## config.mk

```make
export PLATFORM = sky130hd
export DESIGN_NAME = scancode_set1_key_decoder
export DESIGN_NICKNAME = d
export VERILOG_FILES = /design/src/sc1kd_pkg.sv /design/src/scancode_set1_key_decoder.sv
export SDC_FILE = /design/constraint.sdc
export NUM_CORES = 1
export LEC_CHECK = 0
export ABC_AREA = 1
export ABC_CLOCK_PERIOD_IN_PS = 7820
export BUFFER_PORTS_ARGS = -buffer_cell sky130_fd_sc_hd__buf_2
export CAP_MARGIN = 20
export CORE_ASPECT_RATIO = 0.8
export CORE_MARGIN = 2
export CORE_UTILIZATION = 29
export CTS_CLUSTER_SIZE = 28
export DETAILED_ROUTE_END_ITERATION = 12
export PLACE_DENSITY = 0.56
export SYNTH_ARGS = -nofsm -noshare
export SYNTH_HDL_FRONTEND = slang
export SYNTH_SLANG_ARGS = --single-unit
export TNS_END_PERCENT = 5
```

## constraint.sdc

```tcl
create_clock -name i_clk -period 7.82 [get_ports i_clk]
set_input_delay 1.173 -clock i_clk [delete_from_list [all_inputs] [get_ports i_clk]]
set_output_delay 1.173 -clock i_clk [all_outputs]
set_load 0.1 [all_outputs]
```

## src/sc1kd_pkg.sv

```systemverilog
// ----------------------------------------------------------------------------
// sc1kd_pkg
// Shared types, scancode constants and the extended-key remap function for
// the set-1 scancode key decoder.
// ----------------------------------------------------------------------------
package sc1kd_pkg;

    localparam logic [7:0] PREFIX_BYTE = 8'hE0;
    localparam logic [7:0] LOW7_MASK   = 8'h7F;
    localparam logic [7:0] BREAK_BIT   = 8'h80;

    localparam logic [7:0] SC_LSHIFT = 8'h2A;
    localparam logic [7:0] SC_RSHIFT = 8'h36;
    localparam logic [7:0] SC_CAPS   = 8'h3A;
    localparam logic [7:0] SC_LCTRL  = 8'h1D;
    localparam logic [7:0] SC_LALT   = 8'h38;
    localparam logic [7:0] SC_RCTRL  = 8'h62;
    localparam logic [7:0] SC_RALT   = 8'h65;

    localparam logic [7:0] SC_LSHIFT_BRK = SC_LSHIFT | BREAK_BIT;
    localparam logic [7:0] SC_RSHIFT_BRK = SC_RSHIFT | BREAK_BIT;
    localparam logic [7:0] SC_CAPS_BRK   = SC_CAPS | BREAK_BIT;
    localparam logic [7:0] SC_LCTRL_BRK  = SC_LCTRL | BREAK_BIT;
    localparam logic [7:0] SC_LALT_BRK   = SC_LALT | BREAK_BIT;
    localparam logic [7:0] SC_RCTRL_BRK  = SC_RCTRL | BREAK_BIT;
    localparam logic [7:0] SC_RALT_BRK   = SC_RALT | BREAK_BIT;

    localparam int TDATA_W = 16;

    typedef struct packed {
        logic prefix_seen;
        logic lshift_down;
        logic rshift_down;
        logic lctrl_down;
        logic rctrl_down;
        logic lalt_down;
        logic ralt_down;
        logic caps_down;
        logic shift_flag;
        logic alt_flag;
        logic ctrl_flag;
        logic shift_toggle;
        logic alt_toggle;
    } t_kbd_state;

    typedef struct packed {
        logic       alt_lock;
        logic       shift_lock;
        logic       caps_active;
        logic       ctrl_active;
        logic       alt_active;
        logic       shift_active;
        logic [7:0] key_code;
    } t_key_result;

    // extended table: entry i maps to 0x61 + i, anything else to 0
    function automatic logic [6:0] ext_remap(input logic [6:0] low7);
        logic [6:0] res;
        res = 7'h00;
        case (low7)
            7'h1C: res = 7'h61;
            7'h1D: res = 7'h62;
            7'h35: res = 7'h63;
            7'h37: res = 7'h64;
            7'h38: res = 7'h65;
            7'h46: res = 7'h66;
            7'h47: res = 7'h67;
            7'h48: res = 7'h68;
            7'h49: res = 7'h69;
            7'h4B: res = 7'h6A;
            7'h4D: res = 7'h6B;
            7'h4F: res = 7'h6C;
            7'h50: res = 7'h6D;
            7'h51: res = 7'h6E;
            7'h52: res = 7'h6F;
            7'h53: res = 7'h70;
            default: res = 7'h00;
        endcase
        return res;
    endfunction

endpackage

```

## src/scancode_set1_key_decoder.sv

```systemverilog
// ----------------------------------------------------------------------------
// scancode_set1_key_decoder
// Set-1 scancode byte decoder with extended-key remap and modifier tracking.
//
// Input stream carries one raw scancode byte per transfer. Output stream
// carries one decoded key code together with the held-modifier flags and the
// shift/alt lock toggles. Prefix bytes and modifier make/break codes update
// internal state and produce no output transfer.
// A byte is captured in an input register, decoded combinationally and moved to
// the output register, which drives o_m_axis_tvalid; throughput is one byte per
// cycle while the output is not stalled. Bytes that produce no output drain even
// while the output is stalled; a byte that produces an output waits in the input
// register while the output register is full and not taken, and
// o_s_axis_tready drops until it moves on.
// Synchronous active-low reset clears the prefix, modifier and lock state
// and empties both registers.
// ----------------------------------------------------------------------------
module scancode_set1_key_decoder (
    input  logic        i_clk,
    input  logic        i_rst_n,
    input  logic        i_s_axis_tvalid,
    output logic        o_s_axis_tready,
    input  logic [7:0]  i_s_axis_tdata,   // scan_byte
    output logic        o_m_axis_tvalid,
    input  logic        i_m_axis_tready,
    // key_code[7:0], shift_active, alt_active, ctrl_active, caps_active,
    // shift_lock, alt_lock, zero padding[15:14]
    output logic [sc1kd_pkg::TDATA_W-1:0] o_m_axis_tdata
);

    logic                   r_in_vld;
    logic [7:0]             r_in_byte;
    logic                   r_out_vld;
    sc1kd_pkg::t_key_result r_out;
    sc1kd_pkg::t_key_result n_out;
    sc1kd_pkg::t_kbd_state  r_st;
    sc1kd_pkg::t_kbd_state  n_st;
    logic                   n_emit;
    logic [7:0]             code;
    logic                   advance;

    always_comb begin
        n_st   = r_st;
        n_emit = 1'b0;
        code   = r_in_byte;
        if (r_in_byte == sc1kd_pkg::PREFIX_BYTE) begin
            n_st.prefix_seen = 1'b1;
        end else begin
            if (r_st.prefix_seen) begin
                n_st.prefix_seen = 1'b0;
                code = {r_in_byte[7], sc1kd_pkg::ext_remap(r_in_byte[6:0])};
            end
            case (code)
                sc1kd_pkg::SC_LSHIFT: begin
                    n_st.lshift_down = 1'b1;
                    n_st.shift_flag  = 1'b1;
                end
                sc1kd_pkg::SC_LCTRL: begin
                    n_st.lctrl_down = 1'b1;
                    n_st.ctrl_flag  = 1'b1;
                end
                sc1kd_pkg::SC_LALT: begin
                    n_st.lalt_down = 1'b1;
                    n_st.alt_flag  = 1'b1;
                end
                sc1kd_pkg::SC_RSHIFT: begin
                    n_st.rshift_down = 1'b1;
                    n_st.shift_flag  = 1'b1;
                end
                sc1kd_pkg::SC_RCTRL: begin
                    n_st.rctrl_down = 1'b1;
                    n_st.ctrl_flag  = 1'b1;
                end
                sc1kd_pkg::SC_RALT: begin
                    n_st.ralt_down = 1'b1;
                    n_st.alt_flag  = 1'b1;
                end
                sc1kd_pkg::SC_CAPS: begin
                    // toggles only on first press, not on auto-repeat
                    if (!r_st.caps_down) begin
                        n_st.shift_toggle = r_st.shift_toggle ^ r_st.shift_flag;
                        n_st.alt_toggle   = r_st.alt_toggle ^ r_st.alt_flag;
                    end
                    n_st.caps_down = 1'b1;
                end
                sc1kd_pkg::SC_LSHIFT_BRK: begin
                    n_st.lshift_down = 1'b0;
                    n_st.shift_flag  = r_st.rshift_down;
                end
                sc1kd_pkg::SC_LCTRL_BRK: begin
                    n_st.lctrl_down = 1'b0;
                    n_st.ctrl_flag  = r_st.rctrl_down;
                end
                sc1kd_pkg::SC_LALT_BRK: begin
                    n_st.lalt_down = 1'b0;
                    n_st.alt_flag  = r_st.ralt_down;
                end
                sc1kd_pkg::SC_RSHIFT_BRK: begin
                    n_st.rshift_down = 1'b0;
                    n_st.shift_flag  = r_st.lshift_down;
                end
                sc1kd_pkg::SC_RCTRL_BRK: begin
                    n_st.rctrl_down = 1'b0;
                    n_st.ctrl_flag  = r_st.lctrl_down;
                end
                sc1kd_pkg::SC_RALT_BRK: begin
                    n_st.ralt_down = 1'b0;
                    n_st.alt_flag  = r_st.lalt_down;
                end
                sc1kd_pkg::SC_CAPS_BRK: begin
                    n_st.caps_down = 1'b0;
                end
                default: begin
                    n_emit = 1'b1;
                end
            endcase
        end
    end

    always_comb begin
        n_out.key_code     = code;
        n_out.shift_active = r_st.shift_flag;
        n_out.alt_active   = r_st.alt_flag;
        n_out.ctrl_active  = r_st.ctrl_flag;
        n_out.caps_active  = r_st.caps_down;
        n_out.shift_lock   = r_st.shift_toggle;
        n_out.alt_lock     = r_st.alt_toggle;
    end

    assign advance = r_in_vld && (!n_emit || !r_out_vld || i_m_axis_tready);
    assign o_s_axis_tready = !r_in_vld || advance;

    always_ff @(posedge i_clk) begin
        if (!i_rst_n) begin
            r_in_vld  <= 1'b0;
            r_out_vld <= 1'b0;
            r_st      <= '0;
        end else begin
            if (o_s_axis_tready) begin
                r_in_vld <= i_s_axis_tvalid;
            end
            if (advance) begin
                r_st <= n_st;
            end
            if (advance && n_emit) begin
                r_out_vld <= 1'b1;
            end else if (i_m_axis_tready) begin
                r_out_vld <= 1'b0;
            end
        end
    end

    always_ff @(posedge i_clk) begin
        if (o_s_axis_tready && i_s_axis_tvalid) begin
            r_in_byte <= i_s_axis_tdata;
        end
        if (advance && n_emit) begin
            r_out <= n_out;
        end
    end

    assign o_m_axis_tvalid = r_out_vld;
    assign o_m_axis_tdata  = {2'b00, r_out};

endmodule

```

==> impl_results.md, run 1 <==
- Reg2Reg Depth: 19
- Routability Congestion: 0.9071
- Max_slew headroom: 57.49%
- Chip height: 80.72 um
- Largest area contributor in the netlist: edfxtp_1
- Antenna violations before repair: 0
- DR iter-0 viols: 125
- RR Startpoint: r_in_byte[5]$_DFFE_PP_
- Top post-synthesis cells by area: edfxtp_1, nand2_1, dfxtp_1
- Row cnt: 27
- Final cell count without fillers: 422
- Fillers: 750
- Maximum vdd drop: just over 70 uV
- Cells along the critical path: inv_1, nand2_1, nor2_2, nand2_1, nand2_1, nor2_1, nand3_2, nand2_2, nand2_2, inv_2, nor2_2, nand2_1, nand2_2, nor2_2, nand3_4, nor2_1, inv_1, buf_2
- Routed len/inst: roughly 11 um
- Crit-path slowest cell: edfxtp_1
- Largest net degree at the start of global routing: 18
- Hold buffer count at cts: 0
- Die Span X: between 90 and 100 um
- Setup crit start kind: register
- Cells after Synth: 304
- Critical Path RT: 6.65 ns
- CTS Buf Count: 5
- CTS tree: done
- H-Tree Depth: 2
- Final core utilization: a little over a third
- Total Wirelength: 4.834 mm
- Crit path max fanout: 7
- Most common cell after layout, fill and taps aside: nand2_1
- Pwr dens: about 180 mW/mm^2
- Clock tree sinks: 37
- Finished Cell Area: 0.002431 sq mm
- Post-DP HPWL: 3.865 mm
- 1st-pass router iterations: 4
- Setup TNS: 0 ns
- Nets: 346
- I/O pins: 30
- Worst path max stage delay: approximately 0.45 ns
- Most frequent cells in the layout: nand2_1, nor2_1, inv_1
- Skew-Pair Late Insertion Delay: 0.29 ns
- Clock skew: 0.01006 ns
- Post-DP Area: 0.002346 sq mm
- RSZ-0062 raised after global routing: false
- Hold crit path type: reg2reg
- Total power: 434.1 uW
- All-Layer GR Usage: 12.93%
- Mapped Avg Cell Area: 7.017 sq um
- Warnings, synthesis: 0
- Final ANT Viol Nets: 0
- Final hold violation count: 0
- Drc violations: 0
- Gr ovfl total: 0
- Max clock buf depth: 2
- Layout cells sized above 1: between 10% and 20%
- Number of global-route vias before repair: 1739
- Final Setup Violations: 0
- Reg2reg setup slack: 4.47 ns
- Unique masters post-synth: 27
- Sequential Area: just under 0.001 sq mm
- Routed vias: 1955
- Root Buffer: clkbuf_8
- Netlist Area Pre-Place: 0.002133 sq mm
- Area Growth Syn to Fin: 13.96%
- WHS Endpoint: o_m_axis_tdata[10]$_DFFE_PP_
- Initial Utilization: 30.51%
- Crit Path Class: reg2out
- Crit-path most repeated cell: nand2_1
- Slew @ Worst Pin: 0.6354 ns
- Post-layout min period: 4.111 ns
- Critical Path AT: 2.94 ns
- Setup Buffers After CTS: 0
- Sequential area share after synthesis: a little under half
- Slew Viols, Final: 0
- Ant diodes: 0
- Hold Crit Depth: 0
- Max Fclk: 243.3 MHz
- Number of vias per cell: 4.633
- Core Area: 0.006993 sq mm
- Leak pwr: 0.001079 uW
- Reg2reg end: o_m_axis_tdata[10]$_DFFE_PP_
- First-pass GRT wire length: approximately 8.3 mm
- Hold_sp: n_out[10]$_SDFFE_PN0P_
- Multi-input logic area: approximately 0.001 sq mm
- Die area: 0.008063 sq mm
- Maxcap violations: 0
- Dpl cells: 414
- Final Cycle Share: 52.56%
- # port buffers: 27
- Yosys top cell area share: 30.97%
- Status: finished, final reports clean
- Resize count post-CTS: 0
- Crit end category: output pin
- Register clock-pin slew on the reported worst setup and hold paths: about 0.07 ns
- #FFs+latches synth: 37
## metrics by stage
step                hold slack [ns]  setup WS (ns)
global route                 0.4485          3.365
finish                       0.4382          3.709
global placement             0.4235          4.029
detailed placement           0.4238          4.031
CTS                          0.4431          3.716
floorplan                    0.4086          4.244
## cell usage after synthesis
| cell | instances |
|---|---|
| inv_2 | 5 |
| o2111ai_1 | 1 |
| nand3_2 | 1 |
| clkinv_1 | 1 |
| inv_1 | 31 |
| o21ai_0 | 6 |
| nand4_1 | 9 |
| a21oi_1 | 13 |
| nand3_1 | 18 |
| a31o_2 | 1 |
| nor3_2 | 1 |
| dfxtp_1 | 15 |
| clkbuf_1 | 1 |
| edfxtp_1 | 22 |
| a31oi_1 | 1 |
| nor3_1 | 6 |
| nand2_2 | 4 |
| buf_4 | 2 |
| nor2_2 | 6 |
| nand2_1 | 95 |
| o21ai_1 | 8 |
| conb_1 | 1 |
| buf_2 | 1 |
| nor2_1 | 52 |
| buf_6 | 1 |
| nand3_4 | 1 |
| a22oi_1 | 1 |
## state kept, by name, indices dropped and copies added, names as in the netlist
register and flops:
o_m_axis_tdata 14, r_in_byte 8, r_st 7, n_out 6, o_m_axis_tvalid 1, r_in_vld 1
## worst max-delay path, delay by kind of cell (launching register included)
kind                   cells  cell delay, ns
and+or+nand+nor           14            1.50
DFF                        1            0.45
buffers and inverters      4            0.68
## report_power, final
part / internal (uW) / leakage [uW] / switching, uW
Sequential: 215 / 0.000332 / 6.69
Combinational: 15.1 / 0.000704 / 68.3
Clock: 63.5 / 0.0000424 / 65.3
## cell families after synthesis
family | count (synthesis) | synth area share, %
AND/OR/NAND/NOR | 193 | 38.83
buffers and inverters | 42 | 8.152
flip-flops | 37 | 45.04
AO/OA/AOI/OAI | 31 | 7.801
other | 1 | 0.1758
## metal layers
| layer | track usage (%) | part of all wire [%] |
|---|---|---|
| met1 | 19.82 | 55 |
| met2 | 17.57 | 37 |
| met3 | 3.307 | 6.6 |
| met4 | 3.699 | 1.0 |
| met5 | 0 | 0 |
## worst max-delay path by stage
stage	startpoint	to	slack (ns)	depth (start not counted)
6_report	r_in_byte[5]$_DFFE_PP_	o_s_axis_tready	3.71	18
2_1_floorplan	r_in_byte[5]$_DFFE_PP_	o_s_axis_tready	4.24	17
4_1_cts	r_in_byte[5]$_DFFE_PP_	o_s_axis_tready	3.72	18
3_5_place_dp	r_in_byte[5]$_DFFE_PP_	o_s_axis_tready	4.03	18
5_1_grt	r_in_byte[5]$_DFFE_PP_	o_s_axis_tready	3.36	18
3_3_place_gp	r_in_byte[5]$_DFFE_PP_	o_s_axis_tready	4.03	18
## final cells by class
class / count / share of cell area (%)
multi-input combinational: 226 / 41.22
sequential: 37 / 39.53
inverter: 37 / 5.713
timing repair buffer: 27 / 5.558
tap: 87 / 4.478
clock buffer: 7 / 3.139
clock inverter: 1 / 0.3603
Power figures use the tool's default switching activity.
==> run 2, diff against run 1 <==
--- a/config.mk
+++ b/config.mk
@@ -6,7 +6,7 @@
 export NUM_CORES = 1
 export LEC_CHECK = 0
 export ABC_AREA = 1
-export ABC_CLOCK_PERIOD_IN_PS = 7820
+export ABC_CLOCK_PERIOD_IN_PS = 3780
 export BUFFER_PORTS_ARGS = -buffer_cell sky130_fd_sc_hd__buf_2
 export CAP_MARGIN = 20
 export CORE_ASPECT_RATIO = 0.8
@@ -14,7 +14,7 @@
 export CORE_UTILIZATION = 29
 export CTS_CLUSTER_SIZE = 28
 export DETAILED_ROUTE_END_ITERATION = 12
-export PLACE_DENSITY = 0.56
+export PLACE_DENSITY = 0.58
 export SYNTH_ARGS = -nofsm -noshare
 export SYNTH_HDL_FRONTEND = slang
 export SYNTH_SLANG_ARGS = --single-unit
==> constraint.sdc (replaced) <==
create_clock -name i_clk -period 3.78 [get_ports i_clk]
set_input_delay 0.567 -clock i_clk [delete_from_list [all_inputs] [get_ports i_clk]]
set_output_delay 0.567 -clock i_clk [all_outputs]
set_load 0.1 [all_outputs]
==> impl_results.md, run 2 (synthesis results as in run 1) <==
- Maximum vdd drop: 160.5 uV (+120%)
- Number of global-route vias before repair: 1760 (+1.2%)
- Crit-path most repeated cell: nand2_1
- Maxcap violations: 0 (unchanged)
- Layout cells sized above 1: 16.62% (+1.1 points)
- Final cell count without fillers: 424 (+0.47%)
- Leak pwr: 0.001091 uW (+1.2%)
- Setup crit start kind: register
- First-pass GRT wire length: 8.183 mm (-0.92%)
- Core Area: 0.006993 sq mm (unchanged)
- Most frequent cells in the layout: nand2_1, nor2_1, inv_1
- Crit-path slowest cell: edfxtp_1
- Skew-Pair Late Insertion Delay: 0.30 ns (about the same)
- Fillers: 741 (-1.2%)
- Ant diodes: 0 (unchanged)
- Max Fclk: 288.2 MHz
- CP top delay family: simple AND/OR/NAND/NOR gates
- Row cnt: 27 (unchanged)
- CTS tree: done
- DR iter-0 viols: 120 (-4.0%)
- Total power: 903.8 uW (+110%)
- Max clock buf depth: 2 (unchanged)
- Max_slew headroom: 64.32% (+6.8 points)
- Clock skew: 0.01092 ns (+0.0008581 ns)
- Antenna violations before repair: 0 (unchanged)
- Die area: 0.008063 sq mm (unchanged)
- 1st-pass router iterations: 5 (+1)
- Cells along the critical path: inv_2, nand2_1, nor2_1, o21ai_0, nand3_1, nand2_1, nand2_1, inv_1, nand2_1, nor2_1, nand2_1, nand2_1, nor2_2, nand3_4, nor2_1, inv_1, clkbuf_4
- Worst path bufs/invs: 4 (unchanged)
- Most common cell after layout, fill and taps aside: nand2_1
- Setup TNS: 0 ns (unchanged)
- CTS Buf Count: 5 (unchanged)
- Slew Viols, Final: 0 (unchanged)
- Clock tree sinks: 37 (unchanged)
- Die Span X: 99.89 um (unchanged)
- # port buffers: 27 (unchanged)
- Reg2reg setup slack: 0.47 ns (-4.00 ns)
- Routed vias: 1999 (+2.3%)
- I/O pins: 30 (unchanged)
- Gr ovfl total: 0 (unchanged)
- Routed len/inst: 11.43 um (-0.18%)
- Area Growth Syn to Fin: 15.31%
- Post-layout min period: 3.469 ns
- Post-DP HPWL: 3.797 mm (-1.8%)
- Number of vias per cell: 4.715 (+1.8%)
- Sequential Area: 960.9 sq um (unchanged)
- Crit path max fanout: 6 (-1)
- Chip height: 80.72 um (unchanged)
- Initial Utilization: 30.51% (unchanged)
- Crit end category: output pin
- All-Layer GR Usage: 13.16% (+0.23 points)
- Multi-input logic area: 0.001013 sq mm (+1.1%)
- Worst path max stage delay: 0.48 ns (+0.03 ns)
- Final Setup Violations: 0 (unchanged)
- Hold crit path type: reg2reg
- H-Tree Depth: 2 (unchanged)
- Final ANT Viol Nets: 0 (unchanged)
- Register clock-pin slew on the reported worst setup and hold paths: 0.07 ns (about the same)
- Slew @ Worst Pin: 0.5347 ns (-0.1007 ns)
- Pwr dens: 367.4 mW/mm^2 (+110%)
- Total Wirelength: 4.848 mm (+0.29%)
- Max reg flops: 14 (unchanged)
- Critical Path AT: 2.90 ns (-0.04 ns)
- Final Cycle Share: 91.78%
- Root Buffer: clkbuf_8
- Critical Path RT: 3.21 ns (-3.44 ns)
- Crit Path Class: reg2out
- Nets: 348 (+0.58%)
- RSZ-0062 raised after global routing: false
- Dpl cells: 415 (+0.24%)
- Final hold violation count: 0 (unchanged)
- Hold buffer count at cts: 0 (unchanged)
- Status: finished, final reports clean
- Largest net degree at the start of global routing: 18 (unchanged)
- Routability Congestion: 0.9349 (+3.1%)
- Drc violations: 0 (unchanged)
[run 2: cell count changes in the layout (fill, tap and decap cells not counted), sizes merged]
cell | previous run | this run
buf | 27 | 28
clkbuf | 7 | 8
[run 2: path summary, 6_finish.rpt]
path	from	cells after the start	endpoint
min reg2reg	n_out[10]$_SDFFE_PN0P_	0	o_m_axis_tdata[10]$_DFFE_PP_
min	n_out[10]$_SDFFE_PN0P_	0	o_m_axis_tdata[10]$_DFFE_PP_
max reg2reg	r_in_byte[4]$_DFFE_PP_	17	o_m_axis_tdata[3]$_DFFE_PP_
max	r_in_byte[3]$_DFFE_PP_	17	o_s_axis_tready
[run 2: timing repair]
action | CTS | global route
setup endpoints to repair | 0 | 15
resized for setup | 0 | 4
hold endpoints to repair | 0 | 0
buffers inserted | 0 | 1
[run 2: routing by layer]
| metal | share of wire (%) | GRT usage, % | vias up |
|---|---|---|---|
| met2 | 38 | 18.72 | 75 |
| met1 | 53 | 18.38 | 868 |
| li1 | - | - | 1046 |
| met3 | 7.3 | 4.874 | 10 |
| met5 | 0 | 0 | - |
| met4 | 1.8 | 4.384 | 0 |
[run 2: layout make-up]
type | count | area share (%)
sequential | 37 | 39.06
clock buffer | 7 | 3.103
timing repair buffer | 29 | 6.205
inverter | 37 | 5.646
clock inverter | 1 | 0.3561
multi-input combinational | 226 | 41.20
tap | 87 | 4.425
[run 2: worst reg2reg max path, delay by kind of cell (launching register included)]
| kind | cells | cell delay [ns] |
|---|---|---|
| flip-flops | 1 | 0.51 |
| buffers and inverters | 4 | 0.82 |
| AO/OA/AOI/OAI | 1 | 0.22 |
| AND/OR/NAND/NOR | 12 | 1.41 |
[run 2: through the flow]
| step | instance area [sq um] | util (%) | hold WS [ns] | setup WS [ns] |
|---|---|---|---|---|
| after detailed placement | 2354 | 33.66 | 0.4257 | 0.3906 |
| after global placement | 2354 | 33.66 | 0.4191 | 0.4270 |
| after floorplan | 2137 | - | 0.4086 | 0.8102 |
| after global routing | 2460 | 35.18 | 0.4275 | 0.006414 |
| after CTS | 2439 | 34.87 | 0.4402 | 0.1660 |
| final | 2460 | 35.18 | 0.4381 | 0.3106 |
[run 2: power breakdown]
part           internal [uW]  total (uW)  switching, uW
sequential               445         459           14.2
clock                    131         269            137
combinational           33.3         176            143
==> run 3, diff against run 2 <==
--- a/config.mk
+++ b/config.mk
@@ -9,7 +9,6 @@
 export ABC_CLOCK_PERIOD_IN_PS = 3780
 export BUFFER_PORTS_ARGS = -buffer_cell sky130_fd_sc_hd__buf_2
 export CAP_MARGIN = 20
-export CORE_ASPECT_RATIO = 0.8
 export CORE_MARGIN = 2
 export CORE_UTILIZATION = 29
 export CTS_CLUSTER_SIZE = 28
==> impl_results.md, run 3 (synthesis results as in run 1) <==
- Status: finished, final reports clean
- Largest net degree at the start of global routing: 18 (unchanged)
- Pwr dens: 374.5 mW/mm^2 (+1.9%)
- Max clock buf depth: 2 (unchanged)
- Min setup slack post-route: 0.3168 ns (+0.006243 ns)
- Register clock-pin slew on the reported worst setup and hold paths: 0.07 ns (about the same)
- Gr ovfl total: 0 (unchanged)
- Total Wirelength: 4.864 mm (+0.33%)
- Maxcap violations: 0 (unchanged)
- Final core utilization: 34.52% (-0.65 points)
- Worst path max stage delay: 0.47 ns (about the same)
- Post-layout min period: 3.463 ns (-0.006243 ns)
- Chip height: 89.77 um (+11%)
- Core Area: 0.007176 sq mm (+2.6%)
- # port buffers: 27 (unchanged)
- Setup Buffers After CTS: 0 (unchanged)
- Max Fclk: 288.8 MHz (+0.18%)
- Sw Share: 30.77% (-1.7 points)
- Final ANT Viol Nets: 0 (unchanged)
- Max reg flops: 14 (unchanged)
- H-Tree Depth: 2 (unchanged)
- Pint: 642.3 uW (+5.3%)
- Hold crit path type: reg2reg
- Combinational Power Share: 18.6% (-0.9 points)
- Antenna violations before repair: 0 (unchanged)
- Skew-Pair Late Insertion Delay: 0.29 ns (about the same)
- DP Worst Slack: 0.4930 ns (+0.1024 ns)
- Ant diodes: 0 (unchanged)
- Routed len/inst: 11.18 um (-2.2%)
- Die area: 0.008059 sq mm (about the same)
- Hold buffer count at cts: 0 (unchanged)
- First-pass GRT wire length: 8.645 mm (+5.6%)
- Clock skew: 0.007934 ns (-0.002986 ns)
- Leak pwr: 0.001098 uW (+0.63%)
- Number of global-route vias before repair: 1934 (+9.9%)
- RSZ-0062 raised after global routing: false
- I/O pins: 30 (unchanged)
- Final Cycle Share: 91.62% (-0.17 points)
- Crit end category: output pin
- Cells along the critical path: nand2_1, nor2_1, nand2_1, nand2_1, nor2_1, nand3_2, a21oi_1, nor2_1, nand2_1, nand2_1, nor2_2, nand3_4, nor2_1, inv_1, clkbuf_4
- Layout cells sized above 1: 16.37% (-0.25 points)
- All-Layer GR Usage: 13.12% (-0.037 points)
- Maximum vdd drop: 212.9 uV (+33%)
- Most frequent cells in the layout: nand2_1, nor2_1, inv_1
- Slew Viols, Final: 0 (unchanged)
- Number of vias per cell: 4.480 (-5.0%)
- Crit-path slowest cell: edfxtp_1
- Final Setup Violations: 0 (unchanged)
- Max_slew headroom: 60.29% (-4.0 points)
- Crit path max fanout: 7 (+1)
- Crit-path most repeated cell: nand2_1
- Final hold violation count: 0 (unchanged)
- Slew @ Worst Pin: 0.5935 ns (+0.05880 ns)
- Row cnt: 31 (+15%)
- Root Buffer: clkbuf_8
- NetSw: 285.5 uW (-2.8%)
- Crit Path Class: reg2out
- Setup crit start kind: register
- Clock tree sinks: 37 (unchanged)
- Nets: 347 (-0.29%)
- Clock share of power: 31.8% (+2.1 points)
- Critical Path AT: 2.90 ns (about the same)
- Post-DP HPWL: 3.929 mm (+3.5%)
- Most common cell after layout, fill and taps aside: nand2_1
- 1st-pass router iterations: 4 (-1)
- DR iter-0 viols: 106 (-12%)
- Initial Utilization: 29.73% (-0.78 points)
- Die Span X: 89.77 um (-10%)
- Area Growth Syn to Fin: 16.13%
- Drc violations: 0 (unchanged)
- Sequential share of power: 49.6% (-1.2 points)
- Setup TNS: 0 ns (unchanged)
- Routability Congestion: 0.9190 (-1.7%)
- Routed vias: 1949 (-2.5%)
- CTS Buf Count: 5 (unchanged)
- Critical Path RT: 3.21 ns (about the same)
- CTS tree: done
## run 3: worst max-delay path: cells and delay by family (launching register included)
| family | cells | cell delay [ns] |
|---|---|---|
| AO/OA/AOI/OAI | 1 | 0.25 |
| buffers and inverters | 2 | 0.35 |
| flip-flops | 1 | 0.47 |
| AND/OR/NAND/NOR | 12 | 1.54 |
## run 3: timing repair
action	CTS	global route
endpoints found under the hold margin	0	0
gates resized for setup	0	2
setup endpoints to repair	0	1
## run 3: through the flow
step,instances,power [uW],hold slack (ns),cell area [sq um]
6_report,435,927.8,0.4509,2477
3_5_place_dp,427,641.4,0.4258,2369
4_1_cts,435,933.3,0.4444,2470
5_1_grt,435,976.7,0.4349,2477
2_1_floorplan,305,608.5,0.4086,2137
3_3_place_gp,427,642.0,0.4230,2369
## run 3: final timing paths
check / slack (ns) / end / depth (start not counted) / startpoint
worst max-delay path: 0.32 / o_s_axis_tready / 15 / r_in_byte[0]$_DFFE_PP_
worst min register to register: 0.45 / o_m_axis_tdata[10]$_DFFE_PP_ / 0 / n_out[10]$_SDFFE_PN0P_
worst min-delay path: 0.45 / o_m_axis_tdata[10]$_DFFE_PP_ / 0 / n_out[10]$_SDFFE_PN0P_
worst max register to register: 0.59 / o_m_axis_tdata[3]$_DFFE_PP_ / 20 / r_in_byte[6]$_DFFE_PP_
## run 3: per-layer routing
layer	track usage [%]	up-vias	share of wire, %
met5	0	-	0
met4	4.103	0	1.3
met3	3.437	7	6.3
met2	21.15	51	45
met1	17.31	848	48
li1	-	1043	-
## run 3: power groups by stage
stage	clock [uW]	combinational (uW)	sequential (uW)
after detailed placement	0	173	469
after global placement	0	174	468
after global routing	326	189	463
after CTS	301	173	460
final	295	173	460
after floorplan	0	83.1	525
## run 3: area by class of cell
class / count / area [sq um]
Multi-Input combinational cell: 226 / 1007
Tap cell: 99 / 123.9
Clock inverter: 1 / 5.005
Timing Repair Buffer: 28 / 145.1
Fill cell: 781 / 4698
Inverter: 37 / 138.9
Clock buffer: 7 / 96.34
Sequential cell: 37 / 960.9
